`src/rtl/crfw_pkg.sv`:
```
`timescale 1ns / 1ps

package crfw_pkg;

	// field and register widths
	localparam int COORD_W    = 16;
	localparam int END_W      = COORD_W + 1;
	localparam int ADDR_W     = 48;
	localparam int PITCH_W    = 18;
	localparam int FMT_W      = 10;
	localparam int CHAN_W     = 8;
	localparam int WORD_W     = 32;
	localparam int PROD_W     = COORD_W + PITCH_W;
	localparam int CFG_IDX_W  = 3;
	localparam int CFG_DATA_W = ADDR_W;

	// stream payload widths, already whole bytes
	localparam int IN_TDATA_W  = 4 * COORD_W + 3 * CHAN_W;
	localparam int OUT_TDATA_W = ADDR_W + WORD_W;

	// register reset values
	localparam logic [FMT_W-1:0] RED_FORMAT_RST   = FMT_W'(520);
	localparam logic [FMT_W-1:0] GREEN_FORMAT_RST = FMT_W'(264);
	localparam logic [FMT_W-1:0] BLUE_FORMAT_RST  = FMT_W'(8);

	// item kinds carried in tuser
	localparam logic MODE_START = 1'b0;
	localparam logic MODE_TICK  = 1'b1;

	// configuration register indexes
	typedef enum logic [CFG_IDX_W-1:0] {
		REG_BASE_ADDRESS  = 3'd0,
		REG_SCREEN_WIDTH  = 3'd1,
		REG_SCREEN_HEIGHT = 3'd2,
		REG_ROW_PITCH     = 3'd3,
		REG_RED_FORMAT    = 3'd4,
		REG_GREEN_FORMAT  = 3'd5,
		REG_BLUE_FORMAT   = 3'd6
	} cfg_reg_t;

	typedef struct packed {
		logic [ADDR_W-1:0]  base_address;
		logic [COORD_W-1:0] screen_width;
		logic [COORD_W-1:0] screen_height;
		logic [PITCH_W-1:0] row_pitch;
		logic [FMT_W-1:0]   red_format;
		logic [FMT_W-1:0]   green_format;
		logic [FMT_W-1:0]   blue_format;
	} cfg_t;

	// input beat layout, rect_x in the lowest bits
	typedef struct packed {
		logic [CHAN_W-1:0]  blue;
		logic [CHAN_W-1:0]  green;
		logic [CHAN_W-1:0]  red;
		logic [COORD_W-1:0] rect_height;
		logic [COORD_W-1:0] rect_width;
		logic [COORD_W-1:0] rect_y;
		logic [COORD_W-1:0] rect_x;
	} in_item_t;

	// prepared item handed to the walker
	typedef struct packed {
		logic               is_tick;
		logic               start_ok;
		logic [COORD_W-1:0] x;
		logic [COORD_W-1:0] y;
		logic [END_W-1:0]   end_col;
		logic [END_W-1:0]   end_row;
		logic [WORD_W-1:0]  fill_word;
		logic [PROD_W-1:0]  y_pitch;
	} prep_t;

	// scale v to v*(2^size-1)/255 and shift into place
	// with size = 8k+j: v*(2^size-1)/255 = v*2^j*0x0101.. (k bytes) + v*(2^j-1)/255
	function automatic logic [WORD_W-1:0] place_channel(input logic [CHAN_W-1:0] v,
			input logic [FMT_W-1:0] fmt);
		logic [4:0]            size;
		logic [4:0]            shift;
		logic [1:0]            k;
		logic [2:0]            j;
		logic [3*CHAN_W-1:0]   rep;
		logic [WORD_W-2:0]     hi;
		logic [2*CHAN_W-1:0]   lo_n;
		logic [2*CHAN_W:0]     lo_sum;
		logic [CHAN_W-1:0]     lo;
		logic [WORD_W-1:0]     q;
		size = fmt[4:0];
		shift = fmt[9:5];
		k = size[4:3];
		j = size[2:0];
		unique case (k)
			2'd0: rep = '0;
			2'd1: rep = {{(2*CHAN_W){1'b0}}, v};
			2'd2: rep = {{CHAN_W{1'b0}}, v, v};
			2'd3: rep = {v, v, v};
		endcase
		hi = (WORD_W-1)'(rep) << j;
		lo_n = ((2*CHAN_W)'(v) << j) - (2*CHAN_W)'(v);
		// exact divide by 255 for 16-bit values below 65535
		lo_sum = (2*CHAN_W+1)'(lo_n) + (2*CHAN_W+1)'(1) + (2*CHAN_W+1)'(lo_n[2*CHAN_W-1:CHAN_W]);
		lo = lo_sum[2*CHAN_W-1:CHAN_W];
		q = WORD_W'(hi) + WORD_W'(lo);
		return q << shift;
	endfunction

endpackage

```
`src/rtl/crfw_prep.sv`:
```
`timescale 1ns / 1ps

module crfw_prep import crfw_pkg::*; (
	input  logic                  clk,
	input  logic                  arst_n,
	input  cfg_t                  cfg,
	input  logic                  in_valid,
	output logic                  in_ready,
	input  logic                  in_mode,
	input  logic [IN_TDATA_W-1:0] in_data,
	output logic                  out_valid,
	output prep_t                 out_item,
	input  logic                  out_take
);

	logic     valid_s1;
	logic     mode_s1;
	in_item_t item_s1;
	logic     valid_s2;
	prep_t    item_s2;
	logic     ready_s2;
	prep_t    prep_c;

	logic [COORD_W-1:0] avail_w;
	logic [COORD_W-1:0] avail_h;
	logic [COORD_W-1:0] w_clip;
	logic [COORD_W-1:0] h_clip;

	// elastic handshake between the two stages
	assign ready_s2 = !valid_s2 || out_take;
	assign in_ready = !valid_s1 || ready_s2;

	always_ff @(posedge clk or negedge arst_n) begin
		if (!arst_n) begin
			valid_s1 <= 1'b0;
			valid_s2 <= 1'b0;
		end else begin
			if (in_ready)
				valid_s1 <= in_valid;
			if (ready_s2)
				valid_s2 <= valid_s1;
		end
	end

	// input register
	always_ff @(posedge clk) begin
		if (in_ready && in_valid) begin
			mode_s1 <= in_mode;
			item_s1 <= in_item_t'(in_data);
		end
	end

	// clip against the screen, encode the color, row offset product
	always_comb begin
		avail_w = cfg.screen_width - item_s1.rect_x;
		avail_h = cfg.screen_height - item_s1.rect_y;
		w_clip = (item_s1.rect_width > avail_w) ? avail_w : item_s1.rect_width;
		h_clip = (item_s1.rect_height > avail_h) ? avail_h : item_s1.rect_height;
		prep_c.is_tick = (mode_s1 == MODE_TICK);
		prep_c.start_ok = (item_s1.rect_x < cfg.screen_width)
			&& (item_s1.rect_y < cfg.screen_height)
			&& (item_s1.rect_width != '0) && (item_s1.rect_height != '0);
		prep_c.x = item_s1.rect_x;
		prep_c.y = item_s1.rect_y;
		prep_c.end_col = END_W'(item_s1.rect_x) + END_W'(w_clip);
		prep_c.end_row = END_W'(item_s1.rect_y) + END_W'(h_clip);
		prep_c.fill_word = place_channel(item_s1.red, cfg.red_format)
			| place_channel(item_s1.green, cfg.green_format)
			| place_channel(item_s1.blue, cfg.blue_format);
		prep_c.y_pitch = PROD_W'(item_s1.rect_y) * PROD_W'(cfg.row_pitch);
	end

	always_ff @(posedge clk) begin
		if (ready_s2 && valid_s1)
			item_s2 <= prep_c;
	end

	assign out_valid = valid_s2;
	assign out_item  = item_s2;

endmodule

```
`src/rtl/clipped_rectangle_fill_writer.sv`:
```
`timescale 1ns / 1ps

// Rectangle fill writer for a 32-bit RGB framebuffer.
// Slave stream: tuser is the item kind (start or tick), tdata the rectangle
// and its color (8-bit channels). A start latches the clipped rectangle and
// encoded pixel word and emits nothing; each later tick emits one pixel write
// beat on the master stream (address, pixel word, tlast on the final pixel).
// Ticks while no fill is running and starts with an off-screen corner or
// zero size produce no beat. A new start drops the fill in progress.
// Configuration is written through cfg_we/cfg_index/cfg_wdata while idle.
// The user must keep to this; the block does not enforce it. Throughput:
// one item per cycle while the receiver keeps up; the pipeline is an input
// register, a prepare stage (clip, channel scaling, one 16x18 multiply) and
// the walker stage that loads the output register. Reset clears all
// configuration to its defaults, stops any fill and empties the pipeline.
// When the receiver stalls, the output register holds its beat and the
// stages behind it fill up before s_axis_tready drops.
module clipped_rectangle_fill_writer import crfw_pkg::*; (
	input  logic                   clk,
	input  logic                   arst_n,
	input  logic                   s_axis_tvalid,
	output logic                   s_axis_tready,
	// rect_x, rect_y, rect_width, rect_height, red, green, blue
	input  logic [IN_TDATA_W-1:0]  s_axis_tdata,
	// mode
	input  logic                   s_axis_tuser,
	output logic                   m_axis_tvalid,
	input  logic                   m_axis_tready,
	// pixel_address, pixel_word
	output logic [OUT_TDATA_W-1:0] m_axis_tdata,
	output logic                   m_axis_tlast,
	input  logic                   cfg_we,
	input  logic [CFG_IDX_W-1:0]   cfg_index,
	input  logic [CFG_DATA_W-1:0]  cfg_wdata
);

	cfg_t  cfg_q;
	logic  s2_valid;
	prep_t s2_item;
	logic  adv;
	logic  start_go;
	logic  emit;

	logic                active_q;
	logic [COORD_W-1:0]  cur_col_q;
	logic [COORD_W-1:0]  cur_row_q;
	logic [COORD_W-1:0]  first_col_q;
	logic [END_W-1:0]    end_col_q;
	logic [END_W-1:0]    end_row_q;
	logic [ADDR_W-1:0]   row_base_q;
	logic [WORD_W-1:0]   fill_word_q;

	logic [END_W-1:0]    next_col;
	logic [END_W-1:0]    next_row;
	logic                row_done;
	logic                last_w;
	logic [ADDR_W-1:0]   pix_addr;

	logic                out_valid_q;
	logic [ADDR_W-1:0]   out_addr_q;
	logic [WORD_W-1:0]   out_word_q;
	logic                out_last_q;

	// configuration registers
	always_ff @(posedge clk or negedge arst_n) begin
		if (!arst_n) begin
			cfg_q.base_address <= '0;
			cfg_q.screen_width <= '0;
			cfg_q.screen_height <= '0;
			cfg_q.row_pitch <= '0;
			cfg_q.red_format <= RED_FORMAT_RST;
			cfg_q.green_format <= GREEN_FORMAT_RST;
			cfg_q.blue_format <= BLUE_FORMAT_RST;
		end else if (cfg_we) begin
			unique case (cfg_reg_t'(cfg_index))
				REG_BASE_ADDRESS:  cfg_q.base_address <= cfg_wdata[ADDR_W-1:0];
				REG_SCREEN_WIDTH:  cfg_q.screen_width <= cfg_wdata[COORD_W-1:0];
				REG_SCREEN_HEIGHT: cfg_q.screen_height <= cfg_wdata[COORD_W-1:0];
				REG_ROW_PITCH:     cfg_q.row_pitch <= cfg_wdata[PITCH_W-1:0];
				REG_RED_FORMAT:    cfg_q.red_format <= cfg_wdata[FMT_W-1:0];
				REG_GREEN_FORMAT:  cfg_q.green_format <= cfg_wdata[FMT_W-1:0];
				REG_BLUE_FORMAT:   cfg_q.blue_format <= cfg_wdata[FMT_W-1:0];
				default: ;
			endcase
		end
	end

	crfw_prep u_prep (
		.clk       (clk),
		.arst_n    (arst_n),
		.cfg       (cfg_q),
		.in_valid  (s_axis_tvalid),
		.in_ready  (s_axis_tready),
		.in_mode   (s_axis_tuser),
		.in_data   (s_axis_tdata),
		.out_valid (s2_valid),
		.out_item  (s2_item),
		.out_take  (adv)
	);

	// walker stage moves whenever the output register is free or draining
	assign adv      = !out_valid_q || m_axis_tready;
	assign start_go = s2_valid && adv && !s2_item.is_tick;
	assign emit     = s2_valid && adv && s2_item.is_tick && active_q;

	// position of the current pixel and end of row / rectangle
	always_comb begin
		next_col = END_W'(cur_col_q) + END_W'(1);
		next_row = END_W'(cur_row_q) + END_W'(1);
		row_done = next_col >= end_col_q;
		last_w = row_done && (next_row >= end_row_q);
		pix_addr = row_base_q + ADDR_W'({cur_col_q, 2'b00});
	end

	always_ff @(posedge clk or negedge arst_n) begin
		if (!arst_n)
			active_q <= 1'b0;
		else if (start_go)
			active_q <= s2_item.start_ok;
		else if (emit && last_w)
			active_q <= 1'b0;
	end

	// fill walker registers
	always_ff @(posedge clk) begin
		if (start_go && s2_item.start_ok) begin
			cur_col_q <= s2_item.x;
			first_col_q <= s2_item.x;
			cur_row_q <= s2_item.y;
			end_col_q <= s2_item.end_col;
			end_row_q <= s2_item.end_row;
			row_base_q <= cfg_q.base_address + ADDR_W'(s2_item.y_pitch);
			fill_word_q <= s2_item.fill_word;
		end else if (emit) begin
			if (row_done) begin
				cur_col_q <= first_col_q;
				cur_row_q <= next_row[COORD_W-1:0];
				row_base_q <= row_base_q + ADDR_W'(cfg_q.row_pitch);
			end else begin
				cur_col_q <= next_col[COORD_W-1:0];
			end
		end
	end

	// output register
	always_ff @(posedge clk or negedge arst_n) begin
		if (!arst_n)
			out_valid_q <= 1'b0;
		else if (adv)
			out_valid_q <= emit;
	end

	always_ff @(posedge clk) begin
		if (emit) begin
			out_addr_q <= pix_addr;
			out_word_q <= fill_word_q;
			out_last_q <= last_w;
		end
	end

	assign m_axis_tvalid = out_valid_q;
	assign m_axis_tdata  = {out_word_q, out_addr_q};
	assign m_axis_tlast  = out_last_q;

	// a fresh beat comes only from a tick that met a running fill
	a_beat_from_tick: assert property (@(posedge clk) disable iff (!arst_n)
		$rose(out_valid_q) |-> $past(s2_valid && adv && s2_item.is_tick && active_q))
		else $error("pixel beat without a tick on a running fill");

	// the final pixel ends the fill
	a_last_stops: assert property (@(posedge clk) disable iff (!arst_n)
		(emit && last_w) |=> !active_q)
		else $error("fill still running after its last pixel");

	// a running fill stays inside its rectangle
	a_in_bounds: assert property (@(posedge clk) disable iff (!arst_n)
		active_q |-> ((END_W'(cur_col_q) < end_col_q) && (END_W'(cur_row_q) < end_row_q)))
		else $error("walker position outside the rectangle");

	// a start never produces a beat
	a_start_silent: assert property (@(posedge clk) disable iff (!arst_n)
		start_go |=> !out_valid_q)
		else $error("start item produced a pixel beat");

endmodule

```
`config.mk`:
```
export PLATFORM = sky130hd
export DESIGN_NAME = clipped_rectangle_fill_writer
export DESIGN_NICKNAME = d
export VERILOG_FILES = /design/src/rtl/crfw_pkg.sv /design/src/rtl/crfw_prep.sv /design/src/rtl/clipped_rectangle_fill_writer.sv
export SDC_FILE = /design/constraint.sdc
export NUM_CORES = 2
export LEC_CHECK = 0
export ABC_AREA = 1
export CORE_ASPECT_RATIO = 1.25
export CORE_MARGIN = 3
export CORE_UTILIZATION = 60
export CTS_BUF_LIST = sky130_fd_sc_hd__clkbuf_16
export DETAILED_ROUTE_END_ITERATION = 8
export DONT_BUFFER_PORTS = 1
export MAX_ROUTING_LAYER = met4
export PLACE_DENSITY_LB_ADDON = 0.2
export SETUP_SLACK_MARGIN = 0.4
export SYNTH_ARGS = -nofsm -noshare
export SYNTH_HDL_FRONTEND = slang
export SYNTH_SLANG_ARGS = --single-unit
```
`constraint.sdc`:
```
create_clock -name clk -period 7.8 [get_ports clk]
set_input_delay 0.78 -clock clk [delete_from_list [all_inputs] [get_ports clk]]
set_output_delay 0.78 -clock clk [all_outputs]
set_load 0.01 [all_outputs]
```
==> out/summary.log <==
INFO  status         status=finished, final reports clean
INFO  synthesis      yosys.cell_types.count=72
INFO  floorplanning  die_w=272um
INFO  worst_setup_path cp_data_required_time=8.16ns
INFO  synthesis      synth-main-ff-cell=sky130_fd_sc_hd__edfxtp_1
INFO  finish         mostFrequentLayoutCell=sky130_fd_sc_hd__nand2_1
INFO  timing         max_slew_margin=10.5%
INFO  worst_setup_path reg_to_reg_endpoint=u_prep.out_item[30]$_DFFE_PP_
INFO  worst_setup_path regToRegSetupSlack=0.97ns
INFO  synthesis      count_of_mapped_cells_out_of_synthesis=6812
INFO  global_route   first_global_vias=44400
INFO  clock_network  clkTransAtPathRegs=0.06ns
INFO  worst_setup_path critical_path.endpoint=u_prep.out_item[30]$_DFFE_PP_
INFO  timing         finalSetupTns=0ns
INFO  worst_setup_path reg2regPathDepth=21
INFO  clock_network  clock_path_buffers=3
INFO  synthesis      synth-seq-cells=598
INFO  worst_setup_path buffers_and_inverters_on_the_worst_path=3
INFO  global_route   grt_max_degree=128
INFO  finish         instances_no_fill=7931
INFO  global_route   grt_pass1_wl=245000um
INFO  job            maxcap_violations=0
INFO  placed_design  io_buffer_count=0
INFO  timing         rsz0062_at_grt=true
INFO  routing        detail_route.first_pass.iterations=8
INFO  timing         setup_viol=0
INFO  worst_setup_path rr_startpoint=u_prep.item_s1[28]$_DFFE_PP_
INFO  routing        drt_first_iter_violations=4969
INFO  floorplanning  placeableCoreArea=0.0874mm2
INFO  global_route   global_route.usage.total=34.9%
INFO  clock_network  clock_insertion_delay_worst_skew=0.64ns
INFO  worst_setup_path critical_path_arrival=7.19ns
INFO  pwr            vdd_drop_max=0.000904V
INFO  timing         layout_worst_path_cycle_share=87.5%
INFO  worst_setup_path cpLargestDelayFamily=adder cells
INFO  pwr            power_density=424mW/mm2
INFO  hold_path      min-delay-path-class=in2async
INFO  worst_setup_path path_max_fanout=21
INFO  routing        total_wirelength_of_the_detailed_routed_design=157000um
INFO  floorplanning  fp-row-count=121
INFO  timing         clock.fmax=146MHz
INFO  worst_setup_path source_of_the_critical_timing_path=u_prep.item_s1[28]$_DFFE_PP_
INFO  clock_network  cts_buffers=66
INFO  finish         final_cell_mix=1644 x sky130_fd_sc_hd__nand2_1, 930 x sky130_fd_sc_hd__inv_1, 879 x sky130_fd_sc_hd__nand3_1
INFO  synthesis      postSynthNetCount=7565
INFO  finish         drive_above_1_share=5.79%
INFO  floorplanning  die_area=0.0918mm2
INFO  routing        route.vias.total=46700
INFO  worst_setup_path slowest_delay=1.04ns
INFO  timing         tightest_slew=1.33ns
INFO  routing        route.detailed.wl_per_inst=19.8um
INFO  finish         post-route-util=64.5%
INFO  pwr            design_power_total=23900uW
INFO  timing         final-max-slew-violation-count=0
INFO  synthesis      synth_edf_count=466
INFO  worst_setup_path worstSetupPathType=reg2reg
INFO  synthesis      synth_area=0.0529mm2
INFO  timing         fin_crit=6.83ns
INFO  pwr            power_leakage=0.0264uW
INFO  timing         number_of_endpoints_with_negative_hold_slack_in_the_final_report=0
INFO  worst_setup_path cp-start-kind=flip-flop
INFO  routing        drc=0
INFO  worst_setup_path crit_chain=nand2_1 > fa_1 > fa_1 > inv_1 > fa_1 > inv_1 > fa_1 > fa_1 > inv_1 > fa_1 > ha_1 > nand2_1 > nor4_1 > a21oi_1 > o21ai_0 > nand2_1 > nand2_1 > nand2_1 > o211ai_1 > a21oi_1 > xor2_1
INFO  global_route   overflow=0
INFO  timing         final.setup_skew=0.0396ns
INFO  clock_network  numClockSinks=598
INFO  placed_design  place.gp.congestion=1.01
INFO  floorplanning  floorplan.initialDensity=60.6%
INFO  finish         area.growth.synth_to_final=6.37%
INFO  clock_network  tritoncts=built
INFO  placed_design  place_hpwl=121000um
INFO  synthesis      synth_async_sr_flop_share=22.1%
INFO  worst_setup_path crit_end_element=flip-flop
INFO  clock_network  ctsHtreeMaxLevel=3
INFO  worst_setup_path critical_path_depth=21
INFO  finish         n_fill_cell=7639
INFO  worst_setup_path cpMostUsedCell=sky130_fd_sc_hd__fa_1
INFO  global_route   initial_antenna_violation_count=11
INFO  routing        drtAntennaViolNets=0
INFO  floorplanning  design.portCount=228
INFO  clock_network  ctsRootBufferMaster=sky130_fd_sc_hd__clkbuf_16
INFO  synthesis      synth-seq-area-share=32.7%
INFO  placed_design  dp.cells=7790
INFO  synthesis      yosysWarningCount=0
INFO  routing        vias_per_cell=5.88
INFO  finish         final_net_count=7456
INFO  synthesis      avgSynthCellArea=7.77um2
INFO  worst_setup_path timing.critical_path.slowest_stage_cell=sky130_fd_sc_hd__edfxtp_1
INFO  floorplanning  fp.dieH=338um
## worst reg2reg max path: stages, from the launching register on
cell and delay, ns:
sky130_fd_sc_hd__edfxtp_1 1.04, sky130_fd_sc_hd__nand2_1 0.22, sky130_fd_sc_hd__fa_1 0.54, sky130_fd_sc_hd__fa_1 0.49, sky130_fd_sc_hd__inv_1 0.06, sky130_fd_sc_hd__fa_1 0.52
sky130_fd_sc_hd__inv_1 0.06, sky130_fd_sc_hd__fa_1 0.51, sky130_fd_sc_hd__fa_1 0.54, sky130_fd_sc_hd__inv_1 0.05, sky130_fd_sc_hd__fa_1 0.47, sky130_fd_sc_hd__ha_1 0.40
sky130_fd_sc_hd__nand2_1 0.14, sky130_fd_sc_hd__nor4_1 0.30, sky130_fd_sc_hd__a21oi_1 0.17, sky130_fd_sc_hd__o21ai_0 0.31, sky130_fd_sc_hd__nand2_1 0.09, sky130_fd_sc_hd__nand2_1 0.11
sky130_fd_sc_hd__nand2_1 0.06, sky130_fd_sc_hd__o211ai_1 0.16, sky130_fd_sc_hd__a21oi_1 0.14, sky130_fd_sc_hd__xor2_1 0.17
## registers in the layout, indices dropped and copies added, names as in the netlist, 16 cells and up
register and cells:
out_word_q 32, cur_row_q 16, end_row_q 17, end_col_q 17, fill_word_q 32, row_base_q 48, u_prep.item_s1 88, u_prep.out_item 134
cfg_q 128, first_col_q 16, cur_col_q 16, out_addr_q 48
## cells by family (layout without fill, tap and decap cells)
group,after synthesis,after routing,share of synthesized area (%)
buffers and inverters,1207,1150,8.79
xor gates and xnor gates,247,247,4.21
DFF,598,598,32.7
AOI/OAI and AO/OA,867,867,9.00
and+or+nand+nor,3254,3255,27.0
other,0,7,0
muxes,31,31,0.650
adders and majority gates,608,608,17.7
## stage by stage
step / instance area (um2) / hold WS, ns / setup WS (ns)
floorplan: 52900 / 0.400 / 1.52
global placement: 53800 / 0.401 / 0.762
detailed placement: 53800 / 0.405 / 0.676
CTS: 56200 / 0.118 / 0.650
global route: 56300 / 0.130 / 0.379
finish: 56300 / 0.0267 / 0.972
## Yosys cell counts, types with 53 or more instances
cell / number / area (um2)
sky130_fd_sc_hd__nor3_1: 78 / 390
sky130_fd_sc_hd__fa_1: 235 / 4700
sky130_fd_sc_hd__inv_1: 925 / 3470
sky130_fd_sc_hd__nand2_1: 1648 / 6190
sky130_fd_sc_hd__a21oi_1: 321 / 1610
sky130_fd_sc_hd__xor2_1: 187 / 1640
sky130_fd_sc_hd__xnor2_1: 53 / 464
sky130_fd_sc_hd__ha_1: 373 / 4670
sky130_fd_sc_hd__dfrtp_1: 127 / 3180
sky130_fd_sc_hd__nor2_1: 380 / 1430
sky130_fd_sc_hd__nand3_1: 880 / 4400
sky130_fd_sc_hd__nand4_1: 99 / 619
sky130_fd_sc_hd__clkbuf_1: 156 / 586
sky130_fd_sc_hd__o21ai_0: 375 / 1880
sky130_fd_sc_hd__edfxtp_1: 466 / 14000
## final cells by class
class                           instances  area, um2  share of cell area, %
Timing Repair Buffer                   67        542                  0.962
Tap cell                             1168       1460                   2.60
Clock inverter                         53        598                   1.06
Clock buffer                           68       1700                   3.02
Multi-Input combinational cell       5008      31000                   55.1
Antenna cell                            7       17.5                 0.0311
Inverter                              962       3640                   6.46
Sequential cell                       598      17300                   30.7
## repair_timing
action,4_1_cts,5_1_grt
hold buffers,2,0
gates resized for setup,0,20
hold endpoints to repair,127,0
setup buffers,0,10
endpoints found under the setup margin,0,28
## per-layer routing
layer | vias to the layer above | routed length [um] | global-route usage, %
li1 | 22300 | - | -
met1 | 22000 | 68000 | 47.7
met2 | 1952 | 70400 | 53.2
met3 | 338 | 12600 | 4.91
met4 | 0 | 5990 | 13.0
met5 | - | 0 | -
## worst min-delay path by stage
stage / from / end / slack (ns) / cells after the start
6_report: arst_n / cfg_q[125]$_DFFE_PN0P_ / 0.03 / 1
5_1_grt: arst_n / cfg_q[123]$_DFFE_PN0P_ / 0.13 / 1
4_1_cts: arst_n / cfg_q[115]$_DFFE_PN0P_ / 0.12 / 1
3_5_place_dp: u_prep.out_item[95]$_DFFE_PP_ / end_col_q[12]$_DFFE_PP_ / 0.40 / 0
3_3_place_gp: u_prep.out_item[81]$_DFFE_PP_ / end_row_q[15]$_DFFE_PP_ / 0.40 / 0
2_1_floorplan: u_prep.out_item[83]$_DFFE_PP_ / end_col_q[0]$_DFFE_PP_ / 0.40 / 0
## where the power goes
| part | internal [uW] | switching [uW] | leakage, uW |
|---|---|---|---|
| combinational | 5410 | 10000 | 0.0192 |
| clock | 1920 | 1440 | 0.00115 |
| sequential | 4620 | 496 | 0.00600 |
| total | 11900 | 11900 | 0.0264 |
No activity file was read; power rests on OpenSTA's default activity.
